===== src/hw/rtl/cbta_pkg.sv =====
// shared types and constants for the circular bit track access block
package cbta_pkg;

    localparam int MAX_TRACK_BITS_DEF = 131072;
    localparam int MAX_ACCESS_BITS    = 32;
    localparam int CFG_W              = 18;
    localparam int TRACK_LEN_RST      = 131072;
    localparam int CNT_W              = 6;
    localparam int DATA_W             = 32;
    localparam int OUT_POS_W          = 17;

    typedef enum logic [1:0] {
        REQ_READ  = 2'd0,
        REQ_WRITE = 2'd1,
        REQ_SEEK  = 2'd2
    } t_req;

    typedef struct packed {
        logic [1:0]        req_type;
        logic [CNT_W-1:0]  bit_count;
        logic [DATA_W-1:0] write_value;
        logic [DATA_W-1:0] seek_position;
    } t_in;

    typedef struct packed {
        logic [DATA_W-1:0]    read_value;
        logic                 wrapped;
        logic [OUT_POS_W-1:0] position_after;
    } t_out;

endpackage


===== src/hw/rtl/cbta_mod.sv =====
// iterative remainder unit: 32-bit dividend modulo a track length, one bit a cycle
module cbta_mod
    import cbta_pkg::*;
#(
    parameter int LEN_W = 18
) (
    input  logic              i_clk,
    input  logic              i_rst_n,
    input  logic              i_start,
    input  logic [DATA_W-1:0] i_dividend,
    input  logic [LEN_W-1:0]  i_divisor,
    output logic              o_done,
    output logic [LEN_W-1:0]  o_rem
);

    localparam int IDX_W = $clog2(DATA_W);

    logic              r_busy;
    logic              r_done;
    logic [IDX_W-1:0]  r_cnt;
    logic [DATA_W-1:0] r_dvd;
    logic [LEN_W-1:0]  r_rem;
    logic [LEN_W:0]    trial;
    logic [LEN_W:0]    diff;

    // shift in the next dividend bit, subtract when it fits
    assign trial = {r_rem, r_dvd[DATA_W-1]};
    assign diff  = trial - {1'b0, i_divisor};

    always_ff @(posedge i_clk) begin
        if (!i_rst_n) begin
            r_busy <= 1'b0;
            r_done <= 1'b0;
        end else begin
            r_done <= 1'b0;
            if (i_start) begin
                r_busy <= 1'b1;
            end else if (r_busy && r_cnt == '0) begin
                r_busy <= 1'b0;
                r_done <= 1'b1;
            end
        end
    end

    always_ff @(posedge i_clk) begin
        if (i_start) begin
            r_dvd <= i_dividend;
            r_rem <= '0;
            r_cnt <= IDX_W'(DATA_W - 1);
        end else if (r_busy) begin
            r_dvd <= {r_dvd[DATA_W-2:0], 1'b0};
            r_rem <= (trial >= {1'b0, i_divisor}) ? diff[LEN_W-1:0] : trial[LEN_W-1:0];
            r_cnt <= r_cnt - 1'b1;
        end
    end

    assign o_done = r_done;
    assign o_rem  = r_rem;

endmodule


===== config.mk =====
export PLATFORM = sky130hd
export DESIGN_NAME = cbta_mod
export DESIGN_NICKNAME = d
export VERILOG_FILES = /design/src/hw/rtl/cbta_pkg.sv /design/src/hw/rtl/cbta_mod.sv
export SDC_FILE = /design/constraint.sdc
export NUM_CORES = 1
export LEC_CHECK = 0
export BUFFER_PORTS_ARGS = -buffer_cell sky130_fd_sc_hd__clkbuf_2
export CORE_ASPECT_RATIO = 1.4
export CORE_MARGIN = 2
export CORE_UTILIZATION = 35
export CTS_BUF_LIST = sky130_fd_sc_hd__clkbuf_2
export DETAILED_ROUTE_END_ITERATION = 7
export HOLD_SLACK_MARGIN = 0.06
export PLACE_DENSITY = 0.61
export SYNTH_ARGS = -nofsm -noshare
export SYNTH_HDL_FRONTEND = slang
export SYNTH_SLANG_ARGS = --single-unit

===== constraint.sdc =====
create_clock -name i_clk -period 7.4 [get_ports i_clk]
set_input_delay 1.48 -clock i_clk [delete_from_list [all_inputs] [get_ports i_clk]]
set_output_delay 1.48 -clock i_clk [all_outputs]
set_load 0.02 [all_outputs]

==> results.md, run 1 <==
Worst setup path:
- For the worst setup path, the data required time is 7790 ps.
- The number of cells on the worst reg-to-reg path is 8.
- The worst setup path startpoint is i_divisor[12].
- The worst flop-to-flop path startpoint is o_rem[11].
- In this run the worst path has a maximum fanout of 12.
- By startpoint and endpoint, the worst setup path is classified as input port to flip-flop.
- The worst setup path is launched from an input port.
- The element type at the critical path end is a flip-flop.
- For flop-to-flop paths, the worst setup slack is ~4400 ps.
- The worst endpoint data arrival time is between 4000 and 5000 ps.
- The critical path ends at o_rem[5].
- The worst register-to-register path ends at o_rem[5].

STA:
- Across all hold checks on the routed design, the worst slack comes to 514.1 ps.
- Setup repair after global routing left no endpoint under its margin.
- For the final routed database, the setup TNS stands at 0 ps.
- The normalized max-slew margin is 0.1983.
- The achievable clock frequency is ~270 MHz.
- Setup slack closes at 3703 ps.
- Setup violations remaining at the end of the flow were counted as 0.
- The time the worst path needs with I/O delays and setup is 3697 ps.
- The final hold violation count was 0.
- At the pin with the least slew margin, the transition time is ~1200 ps.
- On the final layout, the worst clock skew is 22.76 ps.
- The final cycle utilization of the critical path is 0.4996.
- The number of pins with negative max-slew slack in the final report is 0.

Cells and area:
- The share of layout cells above drive strength 1 is 0.3141.
- The area added between synthesis and finish is 16.39%.
- The non-filler instance count after layout is about 510.
- The number of nets in the layout is 466.
- The number of inserted diodes is 0.

CTS:
- The longest clock path from root to sink contains 2 buffers.
- The clock tree root buffer cell is sky130_fd_sc_hd__clkbuf_2.
- Clock-pin slew was measured on the worst setup and hold paths at roughly 170 ps.
- The number of cells upsized or downsized after cts is 0.
- The number of hold buffers added after CTS is 0.
- TritonCTS created 9 clock buffers.
- TritonCTS built the clock tree.
- The clock sink total is 57.
- Post-CTS timing repair inserted 0 buffers for setup.
- CTS built an H-tree with a depth of 3.
- The clock insertion delay at the later pin of the skew report is between 400 and 500 ps.

Floorplan:
- The floorplan die height is 120.0 µm.
- The die area is roughly 10000 µm².
- The core area is 9407 µm².
- The die is 86.88 µm wide.
- The initial standard-cell utilization of the core is 0.3578.
- The top-level port count is 72.
- After floorplanning, the core was divided into 42 placement rows.

Logic synthesis:
- The flip-flop cell with the highest count after synthesis is sky130_fd_sc_hd__edfxtp_1.
- Synthesis produced a netlist whose cell count is 325.
- The count of cell types in the netlist is 54.
- A synthesized cell averages slightly above 10 µm².
- Yosys mapped a number of flops with a built-in enable equal to 32.
- For this run, the number of Yosys warnings is 0.
- The cell taking the most area after synthesis is sky130_fd_sc_hd__edfxtp_1.
- The cell area after technology mapping is 3366 µm².
- The total nets after synthesis is 398.
- The share of synthesized registers carrying an async set or reset is 0.
- The most frequent cell after synthesis is sky130_fd_sc_hd__nand2_1.
- The share of synthesized area in the top cell type comes to 0.2855.
- The synthesized flop and latch total is 57.
- The fraction of the yosys area taken by sequential cells is 0.4342.
- Sorting the synthesized cells by area gives the leading types as sky130_fd_sc_hd__edfxtp_1 29%, sky130_fd_sc_hd__dfxtp_1 15%, sky130_fd_sc_hd__mux2_2 10%.
- The commonest cells after synthesis are 33 x sky130_fd_sc_hd__nand2_1, 32 x sky130_fd_sc_hd__edfxtp_1, 31 x sky130_fd_sc_hd__mux2_2.

Route:
- The number of routed nets with antenna violations is 0.
- The detail-routed via count per cell is 5.167.
- After the first detailed-routing iteration, the DRC count stood at between 90 and 100.
- Wires add up to about 7.5 mm.
- After detailed routing, the average wire length per cell comes to 14.75 µm.
- The total via count after detailed routing is 2625.
- The first-pass iteration count of the detailed router is 4.
- After detailed routing, the number of remaining DRC violations is 0.

GRT:
- Entering global routing, the biggest net connects 50 pins.
- The via count of the first global-routing pass is 2643.
- After global routing the overflow that remains totals 0.
- The total routing resource utilization after global routing is 0.1476.
- The number of antenna violations at the first check in global routing came to 0.
- The first global-routing pass estimated 12.05 mm of wire.

Power:
- The worst-case IR drop observed on VDD is 128.2 µV.
- For this design the total switching power over the nets is 0.2079 mW.
- Of the total power, the clock network draws 0.321.
- The combinational cell fraction of total power is 0.172.
- For this design the static power due to leakage is approximately 1.7 nW.
- The design internal power is 0.5335 mW.
- The share of total power dissipated in sequential elements is 0.507.
- The power per standard cell area is between 150 and 200 nW/µm².
- The switching power share of the total is 0.2804.

Placement:
- The number of placed instances, taps included, is just under 500.
- The detailed placer's ending HPWL is around 5.6 mm.
- The port buffer count is 71.
- The worst setup slack after placement is 3266 ps.
- At the end of routability-driven placement, the weighted congestion stood at 0.8222.

Job:
- The max-cap check violation count is 0.

Min path:
- In this run the worst hold path is classified as flip-flop to flip-flop.
- The number of stages on the worst hold path is 2.

Run status:
- The run finished with clean final reports.
## power by group through the flow
stage          Sequential (mW)  Combinational, mW  Clock, mW
2_1_floorplan            0.382             0.0894          0
3_3_place_gp             0.383              0.126          0
3_5_place_dp             0.383              0.127          0
4_1_cts                  0.377              0.128      0.246
5_1_grt                  0.379              0.141      0.261
6_report                 0.376              0.127      0.238
## critical path: stages
cell and delay, ps:
sky130_fd_sc_hd__clkbuf_2 80, sky130_fd_sc_hd__inv_1 30, sky130_fd_sc_hd__ha_1 390, sky130_fd_sc_hd__a21oi_1 270, sky130_fd_sc_hd__o21ai_0 200, sky130_fd_sc_hd__or2b_1 210
sky130_fd_sc_hd__o311ai_2 110, sky130_fd_sc_hd__a21oi_1 890, sky130_fd_sc_hd__nand2_1 110, sky130_fd_sc_hd__a311oi_1 310
## layer usage
metal	share of wire	global-route usage
met5	0	0
met4	0.014	0.04980
met3	0.076	0.06052
met2	0.49	0.2500
met1	0.42	0.1650
## worst min path at each step
stage,endpoint,startpoint
final,o_rem[16],o_rem[16]
after global routing,o_rem[5],o_rem[4]
after floorplan,r_cnt[4],r_cnt[4]
after detailed placement,r_cnt[4],r_cnt[4]
after global placement,r_cnt[4],r_cnt[4]
after CTS,o_rem[16],o_rem[16]
## placed cells by master, fill, tap and decap left out, types with 2 or more instances in the layout
cell type	count
sky130_fd_sc_hd__o21a_1	5
sky130_fd_sc_hd__nand4b_1	2
sky130_fd_sc_hd__nand2b_1	12
sky130_fd_sc_hd__mux2_2	31
sky130_fd_sc_hd__nor3_1	7
sky130_fd_sc_hd__bufinv_16	2
sky130_fd_sc_hd__mux2i_1	5
sky130_fd_sc_hd__nand4_1	4
sky130_fd_sc_hd__inv_1	26
sky130_fd_sc_hd__a211oi_1	3
sky130_fd_sc_hd__a21o_1	7
sky130_fd_sc_hd__edfxtp_1	32
sky130_fd_sc_hd__a32o_1	2
sky130_fd_sc_hd__nand3_2	2
sky130_fd_sc_hd__a311oi_1	6
sky130_fd_sc_hd__nand2_1	33
sky130_fd_sc_hd__clkbuf_2	80
sky130_fd_sc_hd__o211ai_1	4
sky130_fd_sc_hd__nor2_1	14
sky130_fd_sc_hd__ha_1	19
sky130_fd_sc_hd__o21ai_0	15
sky130_fd_sc_hd__dfxtp_1	25
sky130_fd_sc_hd__xnor2_1	8
sky130_fd_sc_hd__a21oi_1	15
sky130_fd_sc_hd__xor2_1	8
sky130_fd_sc_hd__a22o_1	2
## area by class of cell
type	count	area, µm²
Fill cell	966	5489
Multi-Input combinational cell	227	1719
Sequential cell	57	1461
Inverter	26	97.59
Tap cell	110	137.6
Clock buffer	9	45.04
Clock inverter	7	93.84
Timing Repair Buffer	72	362.8
## through the flow
stage | power, mW | util | area, µm²
global placement | 0.5083 | 0.4017 | 3779
finish | 0.7414 | 0.4165 | 3918
CTS | 0.7509 | 0.4165 | 3918
detailed placement | 0.5105 | 0.4017 | 3779
global route | 0.7810 | 0.4165 | 3918
floorplan | 0.4711 | - | 3366
## registers in the layout (all words and copies together) (netlist names)
| name | cells |
|---|---|
| r_cnt | 5 |
| o_done | 1 |
| r_dvd | 32 |
| r_busy | 1 |
| o_rem | 18 |
## cells by family after synthesis
logic type	Yosys count	synth area share
flops	57	0.4342
buf+inv	41	0.05502
simple gates	84	0.1249
compound gates	71	0.1491
mux	36	0.1186
xor+xnor	16	0.04164
fa+ha+maj	20	0.07658
Power figures use the tool's default switching activity.
==> run 2: changes to the inputs <==
--- a/config.mk
+++ b/config.mk
@@ -12,7 +12,7 @@
 export CTS_BUF_LIST = sky130_fd_sc_hd__clkbuf_2
 export DETAILED_ROUTE_END_ITERATION = 7
 export HOLD_SLACK_MARGIN = 0.06
-export PLACE_DENSITY = 0.61
+export PLACE_DENSITY = 0.63
 export SYNTH_ARGS = -nofsm -noshare
 export SYNTH_HDL_FRONTEND = slang
 export SYNTH_SLANG_ARGS = --single-unit
==> constraint.sdc (replaced) <==
create_clock -name i_clk -period 3.4 [get_ports i_clk]
set_input_delay 0.68 -clock i_clk [delete_from_list [all_inputs] [get_ports i_clk]]
set_output_delay 0.68 -clock i_clk [all_outputs]
set_load 0.02 [all_outputs]
==> run 2 against run 1 <==
Against the previous run: cell count is 1.4% higher; setup slack worse by 3100 ps; wire length up 1.1%; register-to-register slack worse by 3800 ps; utilization rose by 0.35 points; non-clock buffer count up 7; critical path type is now flip-flop to flip-flop; highest routed layer unchanged.
==> results.md, run 2 (same netlist as run 1, synthesis figures left out) <==
Floorplan:
- The initial utilization of the core area, before any placement, comes to 0.3578.
- The die area is 10430 µm².
- The floorplan step defined a core boundary enclosing 9407 µm².
- In this run the count of I/O pins placed on the die edge is 72.
- From left edge to right edge, the die measures about 87 µm.
- The count of standard-cell rows is 42.
- The die is 120.0 µm tall.

CTS:
- TritonCTS built the clock tree.
- In this run, CTS created clock tree buffers numbering 9.
- The later pin in the worst-skew pair is clocked with a latency of 500 ps.
- Buffers added to address setup during post-CTS repair amount to 0.
- Gates resized during post-CTS repair numbered 0.
- The clock tree root buffer cell is sky130_fd_sc_hd__clkbuf_2.
- The clock-pin transition on the worst setup and hold timing paths is 180 ps.
- The buffer levels on the longest clock path is 2.
- The number of levels the H-tree was split into is 3.
- The number of hold buffers added after CTS is 0.
- For this design, the sink count on the clock tree is 57.

Worst setup path:
- In this run the worst path has a maximum fanout of 4.
- For the worst setup path, the data arrival time is roughly 3200 ps.
- The critical path launch point type is a flip-flop.
- The worst setup path is captured at a flip-flop.
- For the worst setup path, the data required time is 3820 ps.
- The depth of the worst register-to-register path is 10.
- The critical path is of the flip-flop to flip-flop type.

GRT:
- The met3 routing resource usage after global routing is 0.05846.
- The via count of the first global-routing pass is roughly 2800.
- The leftover overflow at the end of global routing is 0.
- The number of antenna violations at the first check in global routing is 0.
- The first-pass GRT wire length is 12.54 mm.
- The met2 layer usage reported by global route is 0.2643.
- For this run, the total global-route usage over all layers was measured as 0.1556.
- The met1 track utilization from global routing is 0.1655.
- Entering global routing, the biggest net connects 33 pins.
- The global routing stage identified its most utilized layer as met2.

Min path:
- In this run the worst hold path is classified as input port to flip-flop.
- Along the worst hold path, the cell count comes to 3.

Cells and area:
- The area added between synthesis and finish is 17.36%.
- The area occupied by registers is 1461 µm².
- The library cell used most frequently in the layout, excluding fill and tap cells, is sky130_fd_sc_hd__clkbuf_2.
- In the final layout, the multi-input gates occupy around 1700 µm².
- At the end of the flow, the number of nets in the layout was 473.
- The register with the most flip-flops in the layout has 32 of them.
- The share of layout cells above drive strength 1 is 0.3284.
- The layout has 938 filler cells.
- The repair_antennas step left the layout with diodes totalling 0.
- The register with the most flip-flops is r_dvd.
- Leaving out fill and tap cells, the most frequent cells in the layout are 81 x sky130_fd_sc_hd__clkbuf_2, 33 x sky130_fd_sc_hd__nand2_1, 32 x sky130_fd_sc_hd__edfxtp_1.
- The non-filler instance count after layout is roughly 520.

STA:
- Setup repair after global routing left no endpoint under its margin.
- The normalized max-slew margin is 0.3527.
- Summed over all failing endpoints, the final setup total negative slack is 0 ps.
- The transition at the pin with the smallest max-transition slack is 967.3 ps.
- The worst path in the final design needs a cycle of 2749 ps, including I/O delays and setup.
- The number of pins with negative max-slew slack in the final report is 0.
- The achievable clock frequency is between 300 and 400 MHz.
- Of the available clock period, the critical path in the final layout requires 0.8085.
- The clock arrives with 21.61 ps of skew.
- The final hold violation count is 0.
- Setup violations remaining at the end of the flow were counted as 0.

Power:
- The peak ir drop on the vdd network is 202.2 µV.
- The power per standard cell area is 393.3 nW/µm².
- The total power after layout is 1.553 mW.
- The reported leakage power is 1.744 nW.

Job:
- Across the run, the number of max-cap violations was 0.

Run status:
- The run finished with clean final reports.

Route:
- The detailed router finished its first iteration with 99 violations.
- The DRC violations left is 0.
- The detail-routed via count per cell is between 5 and 6.
- The wire length after detailed routing is 7.578 mm.
- The total via count after detailed routing is ~2700.
- In the final routed layout, each cell accounts on average for roughly 15 µm.
- The detail route stage leaves a number of antenna-violating nets equal to 0.
- The first-pass iteration count of the detailed router is 4.

Placement:
- The port buffer count is 71.
- Once placement completed, the tool counted placed cells totaling between 400 and 500.
- The detailed placer's ending HPWL is 5.786 mm.
- At the end of routability-driven placement, the weighted congestion stood at 0.8618.
[run 2: cell types whose count changed in the layout (fill, tap and decap cells not counted)]
cell,delta
sky130_fd_sc_hd__clkbuf_2,+1
sky130_fd_sc_hd__bufinv_16,-1
sky130_fd_sc_hd__clkinv_4,+2
sky130_fd_sc_hd__buf_4,+7
sky130_fd_sc_hd__inv_6,-1
sky130_fd_sc_hd__clkinv_1,-1
[run 2: layout make-up]
type,instances,area share
clock inverter,6,0.01742
clock buffer,10,0.01267
sequential,57,0.3700
inverter,26,0.02471
tap,110,0.03484
multi-input combinational,227,0.4352
timing repair buffer,79,0.1052
[run 2: layer usage]
layer,vias up,part of all wire
met5,-,0
li1,1330,-
met3,14,0.075
met1,1241,0.38
met4,0,0.022
met2,93,0.52
[run 2: final timing paths]
kind | endpoint | slack [ps] | startpoint
setup / recovery | o_rem[10] | 650 | r_dvd[31]
hold / removal | r_busy | 380 | i_rst_n
hold reg to reg | o_rem[5] | 510 | o_rem[4]
setup reg to reg | o_rem[10] | 650 | r_dvd[31]
[run 2: critical path, stage by stage (launching register included)]
cell and delay, ps:
sky130_fd_sc_hd__edfxtp_1 360, sky130_fd_sc_hd__inv_1 60, sky130_fd_sc_hd__ha_1 200, sky130_fd_sc_hd__fa_1 410, sky130_fd_sc_hd__nand2b_1 190, sky130_fd_sc_hd__a211oi_1 440
sky130_fd_sc_hd__o21ai_0 230, sky130_fd_sc_hd__a21boi_0 320, sky130_fd_sc_hd__o21a_1 150, sky130_fd_sc_hd__o21ai_0 70, sky130_fd_sc_hd__a32o_1 250
[run 2: power breakdown]
group	internal (mW)	leakage, nW	switching, mW	total [mW]
Combinational	0.132	1.15	0.154	0.286
Sequential	0.790	0.526	0.0220	0.812
Clock	0.175	0.0721	0.281	0.456
Total	1.10	1.74	0.457	1.55
[run 2: stage by stage]
| stage | worst slack [ps] | utilization | hold slack, ps | cell area (µm²) |
|---|---|---|---|---|
| after floorplan | 723.8 | - | 462.3 | 3366 |
| after global placement | 397.1 | 0.4073 | 478.0 | 3831 |
| after detailed placement | 310.8 | 0.4073 | 491.7 | 3831 |
| after CTS | 679.3 | 0.4199 | 345.8 | 3950 |
| after global routing | 429.0 | 0.4199 | 342.9 | 3950 |
| final | 651.2 | 0.4199 | 384.6 | 3950 |
==> run 3: changes to the inputs <==
--- a/config.mk
+++ b/config.mk
@@ -5,6 +5,7 @@
 export SDC_FILE = /design/constraint.sdc
 export NUM_CORES = 1
 export LEC_CHECK = 0
+export ABC_AREA = 1
 export BUFFER_PORTS_ARGS = -buffer_cell sky130_fd_sc_hd__clkbuf_2
 export CORE_ASPECT_RATIO = 1.4
 export CORE_MARGIN = 2
@@ -12,7 +13,7 @@
 export CTS_BUF_LIST = sky130_fd_sc_hd__clkbuf_2
 export DETAILED_ROUTE_END_ITERATION = 7
 export HOLD_SLACK_MARGIN = 0.06
-export PLACE_DENSITY = 0.63
+export PLACE_DENSITY = 0.62
 export SYNTH_ARGS = -nofsm -noshare
 export SYNTH_HDL_FRONTEND = slang
 export SYNTH_SLANG_ARGS = --single-unit
==> constraint.sdc (replaced) <==
create_clock -name i_clk -period 2.3 [get_ports i_clk]
set_input_delay 0.46 -clock i_clk [delete_from_list [all_inputs] [get_ports i_clk]]
set_output_delay 0.46 -clock i_clk [all_outputs]
set_load 0.02 [all_outputs]
==> run 3 against run 2 <==
Against the previous run: cell area rose by 21%; die area up 16%; clock skew barely moved; combinational power grew 23%; clock power is 62% higher; global-route usage is 1.3 points higher; worst hold slack lost 180 ps; synthesized cell count rose by 70%; count of clock-buffer cells in the layout rose by 1; setup slack worse by 430 ps; fmax grew 32%; highest routed layer unchanged.
==> results.md, run 3 <==
Power:
- The power per standard cell area is 473.6 nW/µm².
- IR analysis of the VDD net gives a maximum drop of approximately 360 µV.
- In this run the static leakage power is between 2 and 3 nW.
- The total power after layout is around 2.3 mW.

STA:
- The setup skew after layout is 21.47 ps.
- The clock period could shrink to roughly 2100 ps.
- Of the available clock period, the critical path in the final layout requires 0.9022.
- The final hold violation count was 0.
- Hold is met by 208.8 ps.
- The number of pins with negative max-slew slack in the final report is 0.
- The normalized max-slew margin is 0.6313.
- For the pin with the worst max-slew slack, the measured transition is 551.8 ps.
- Setup repair after global routing left no endpoint under its margin.
- Static timing analysis puts the maximum clock frequency at 481.9 MHz.
- The total negative setup slack is 0 ps.
- Setup violations remaining at the end of the flow were counted as 0.

Worst setup path:
- The critical setup path kind is flip-flop to flip-flop.
- The maximum fanout encountered on the critical timing path is 18.
- The worst reg-to-reg setup slack is 220 ps.
- For the worst setup path, the data required time is ~2700 ps.
- STA classifies the critical path startpoint as a flip-flop.
- The worst endpoint data arrival time is approximately 2400 ps.
- The element type at the critical path end is a flip-flop.

Placement:
- The port buffer count is 71.
- The detailed placer's ending HPWL is 7.399 mm.
- The total cell area at the placement stage is 4657 µm².
- The global placer's final weighted congestion is 0.8668.

Cells and area:
- The most common cell after layout, fill and taps aside is sky130_fd_sc_hd__nand2_1.
- Summing all multi-input logic gate instances after layout gives 2034 µm².
- The area added between synthesis and finish is 22.34%.
- Once layout is complete, the utilization of the core stands at 0.4408.
- The area occupied by registers is 1461 µm².
- More flip-flops sit in one register than any other, and that register is r_dvd.
- 0 antenna diodes ended up in the layout.
- The layout filler cell count is 1156.
- The finished cells cover between 4000 and 5000 µm².
- In the layout the commonest cells are 217 x sky130_fd_sc_hd__nand2_1, 87 x sky130_fd_sc_hd__inv_1, 82 x sky130_fd_sc_hd__clkbuf_2.
- The net count of the finished layout is approximately 740.
- The share of layout cells above drive strength 1 is 0.2564.
- The register with the most flip-flops in the layout has 32 of them.

Logic synthesis:
- Of all cell types, the one taking the most synthesized area is sky130_fd_sc_hd__edfxtp_1.
- The count of cell types in the netlist is 39.
- The total of warnings raised by yosys is 0.
- By count the netlist is led by 217 x sky130_fd_sc_hd__nand2_1, 87 x sky130_fd_sc_hd__inv_1, 41 x sky130_fd_sc_hd__nand3_1.
- In this run, synthesis produced a sequential element count of between 50 and 60.
- The synthesized design contains 32 enable-type register cells.
- Dividing the synthesized area by the synthesized cell count gives 7.067 µm².
- The flip-flop cell with the highest count after synthesis is sky130_fd_sc_hd__edfxtp_1.
- The share of the Yosys chip area taken by registers is 0.3733.
- Summing every instance area after synthesis gives 3915 µm².
- By area the synthesized netlist is led by sky130_fd_sc_hd__edfxtp_1 25%, sky130_fd_sc_hd__nand2_1 21%, sky130_fd_sc_hd__dfxtp_1 13%.
- The share of synthesized registers carrying an async set or reset is 0.
- The post-synthesis instance total is 554.
- The most frequent cell after synthesis is sky130_fd_sc_hd__nand2_1.
- The share of synthesized area in the top cell type comes to 0.2454.
- The total nets after synthesis is 627.

CTS:
- The clock insertion delay at the later pin of the skew report is between 400 and 500 ps.
- CTS built an H-tree with a depth of 3.
- Post-CTS timing repair inserted 0 buffers for setup.
- TritonCTS built the clock tree.
- CTS placed an instance of sky130_fd_sc_hd__clkbuf_2 at the clock tree root.
- The buffer levels on the longest clock path is 2.
- The clock sink total is 57.
- The clock-pin transition on the worst setup and hold timing paths is 170 ps.
- The total clock buffers created by CTS is 9.

Floorplan:
- The top-level port count is 72.
- The core area is 10870 µm².
- The count of standard-cell rows is 45.
- In this run the vertical extent of the chip is 129.1 µm.
- The floorplan step set the die width to 93.39 µm.
- The initial standard-cell utilization of the core is 0.3603.
- The floorplan step defined a die boundary enclosing 12060 µm².

Min path:
- In this run the worst hold path is classified as input port to flip-flop.

GRT:
- The via count of the first global-routing pass is 3844.
- The total routing resource utilization after global routing is 0.1683.
- The first global-routing pass estimated 16.32 mm of wire.
- The maximum number of pins on one net before global-route repair is 33.
- The number of antenna violations at the first check in global routing is 0.
- Global routing finished with a remaining overflow of 0.

Route:
- The detail-routed via count per cell is 4.583.
- The routed wirelength normalized by instance count is 11.74 µm.
- The number of routed nets with antenna violations is 0.
- For this block, the routed nets add up to 9.484 mm of wire.
- The detailed router placed 3703 vias in this run.
- The DRC violation total after the first TritonRoute iteration is 126.
- The first-pass iteration count of the detailed router is 4.
- For this run, design rule violations remaining after detail routing come to 0.

Run status:
- The run finished with clean final reports.

Job:
- Max-cap violations in this run came to 0.
run 3: cell count changes after synthesis, moves of 7 or more:
cell | previous run | this run
sky130_fd_sc_hd__xor2_1 | 8 | 1
sky130_fd_sc_hd__a21o_1 | 7 | 0
sky130_fd_sc_hd__nand2_2 | 0 | 13
sky130_fd_sc_hd__nand2_1 | 33 | 217
sky130_fd_sc_hd__inv_1 | 26 | 87
sky130_fd_sc_hd__nor2_1 | 14 | 25
sky130_fd_sc_hd__mux2_2 | 31 | 0
sky130_fd_sc_hd__nand2b_1 | 12 | 0
sky130_fd_sc_hd__nand3_1 | 1 | 41
sky130_fd_sc_hd__nand3_2 | 2 | 13
run 3: cell type report:
class | count | area share
well taps | 141 | 0.03683
inverters | 93 | 0.07288
flip-flops and latches | 57 | 0.3051
repair buffers | 109 | 0.1338
clock buffers | 11 | 0.01149
multi-input cells | 392 | 0.4248
clock inverters | 5 | 0.01515
run 3: routing by layer:
layer,vias up,share of wire,GRT usage
met2,94,0.53,0.3119
met3,18,0.055,0.03488
met5,-,0,0
met4,0,0.021,0.08045
li1,1942,-,-
met1,1649,0.40,0.1800
run 3: cells by family (layout without fill, tap and decap cells):
group | after synthesis | count (layout) | synth area share
AND/OR/NAND/NOR | 333 | 333 | 0.3912
buffers and inverters | 105 | 218 | 0.1083
flip-flops | 57 | 57 | 0.3733
AO/OA/AOI/OAI | 32 | 32 | 0.04570
adder cells (fa/ha/maj) | 20 | 20 | 0.06584
XOR/XNOR | 7 | 7 | 0.01566
run 3: repair_timing:
action / in CTS / in global routing
setup endpoints to repair: 0 / 15
gates resized for setup: 0 / 1
hold buffers: 0 / 0
endpoints found under the hold margin: 0 / 0
run 3: report_power, final:
part           total [mW]  internal, mW  switching, mW
Clock               0.740         0.361          0.379
Combinational       0.353         0.150          0.203
Sequential           1.17          1.15         0.0204
run 3: critical path, cell delays in order (launching register included):
cell	delay, ps
sky130_fd_sc_hd__dfxtp_1	440
sky130_fd_sc_hd__ha_1	280
sky130_fd_sc_hd__buf_4	160
sky130_fd_sc_hd__nand2_1	70
sky130_fd_sc_hd__inv_2	50
sky130_fd_sc_hd__nand2_2	90
sky130_fd_sc_hd__inv_1	50
sky130_fd_sc_hd__a21oi_1	210
sky130_fd_sc_hd__nand2_2	110
sky130_fd_sc_hd__nand2_4	220
sky130_fd_sc_hd__nand3_1	120
sky130_fd_sc_hd__nand3_1	100
sky130_fd_sc_hd__o21ai_0	70
run 3: worst paths after layout:
check,start,end,cells past startpoint
max,o_rem[12],o_rem[3],12
min,i_rst_n,o_done,3
max reg2reg,o_rem[12],o_rem[3],12
min reg2reg,o_rem[13],o_rem[13],2
run 3: through the flow:
stage,worst slack [ps],instances
after floorplan,367.0,554
after global routing,31.29,808
after CTS,30.25,808
after global placement,-115.5,792
final,224.8,808
after detailed placement,-131.9,792
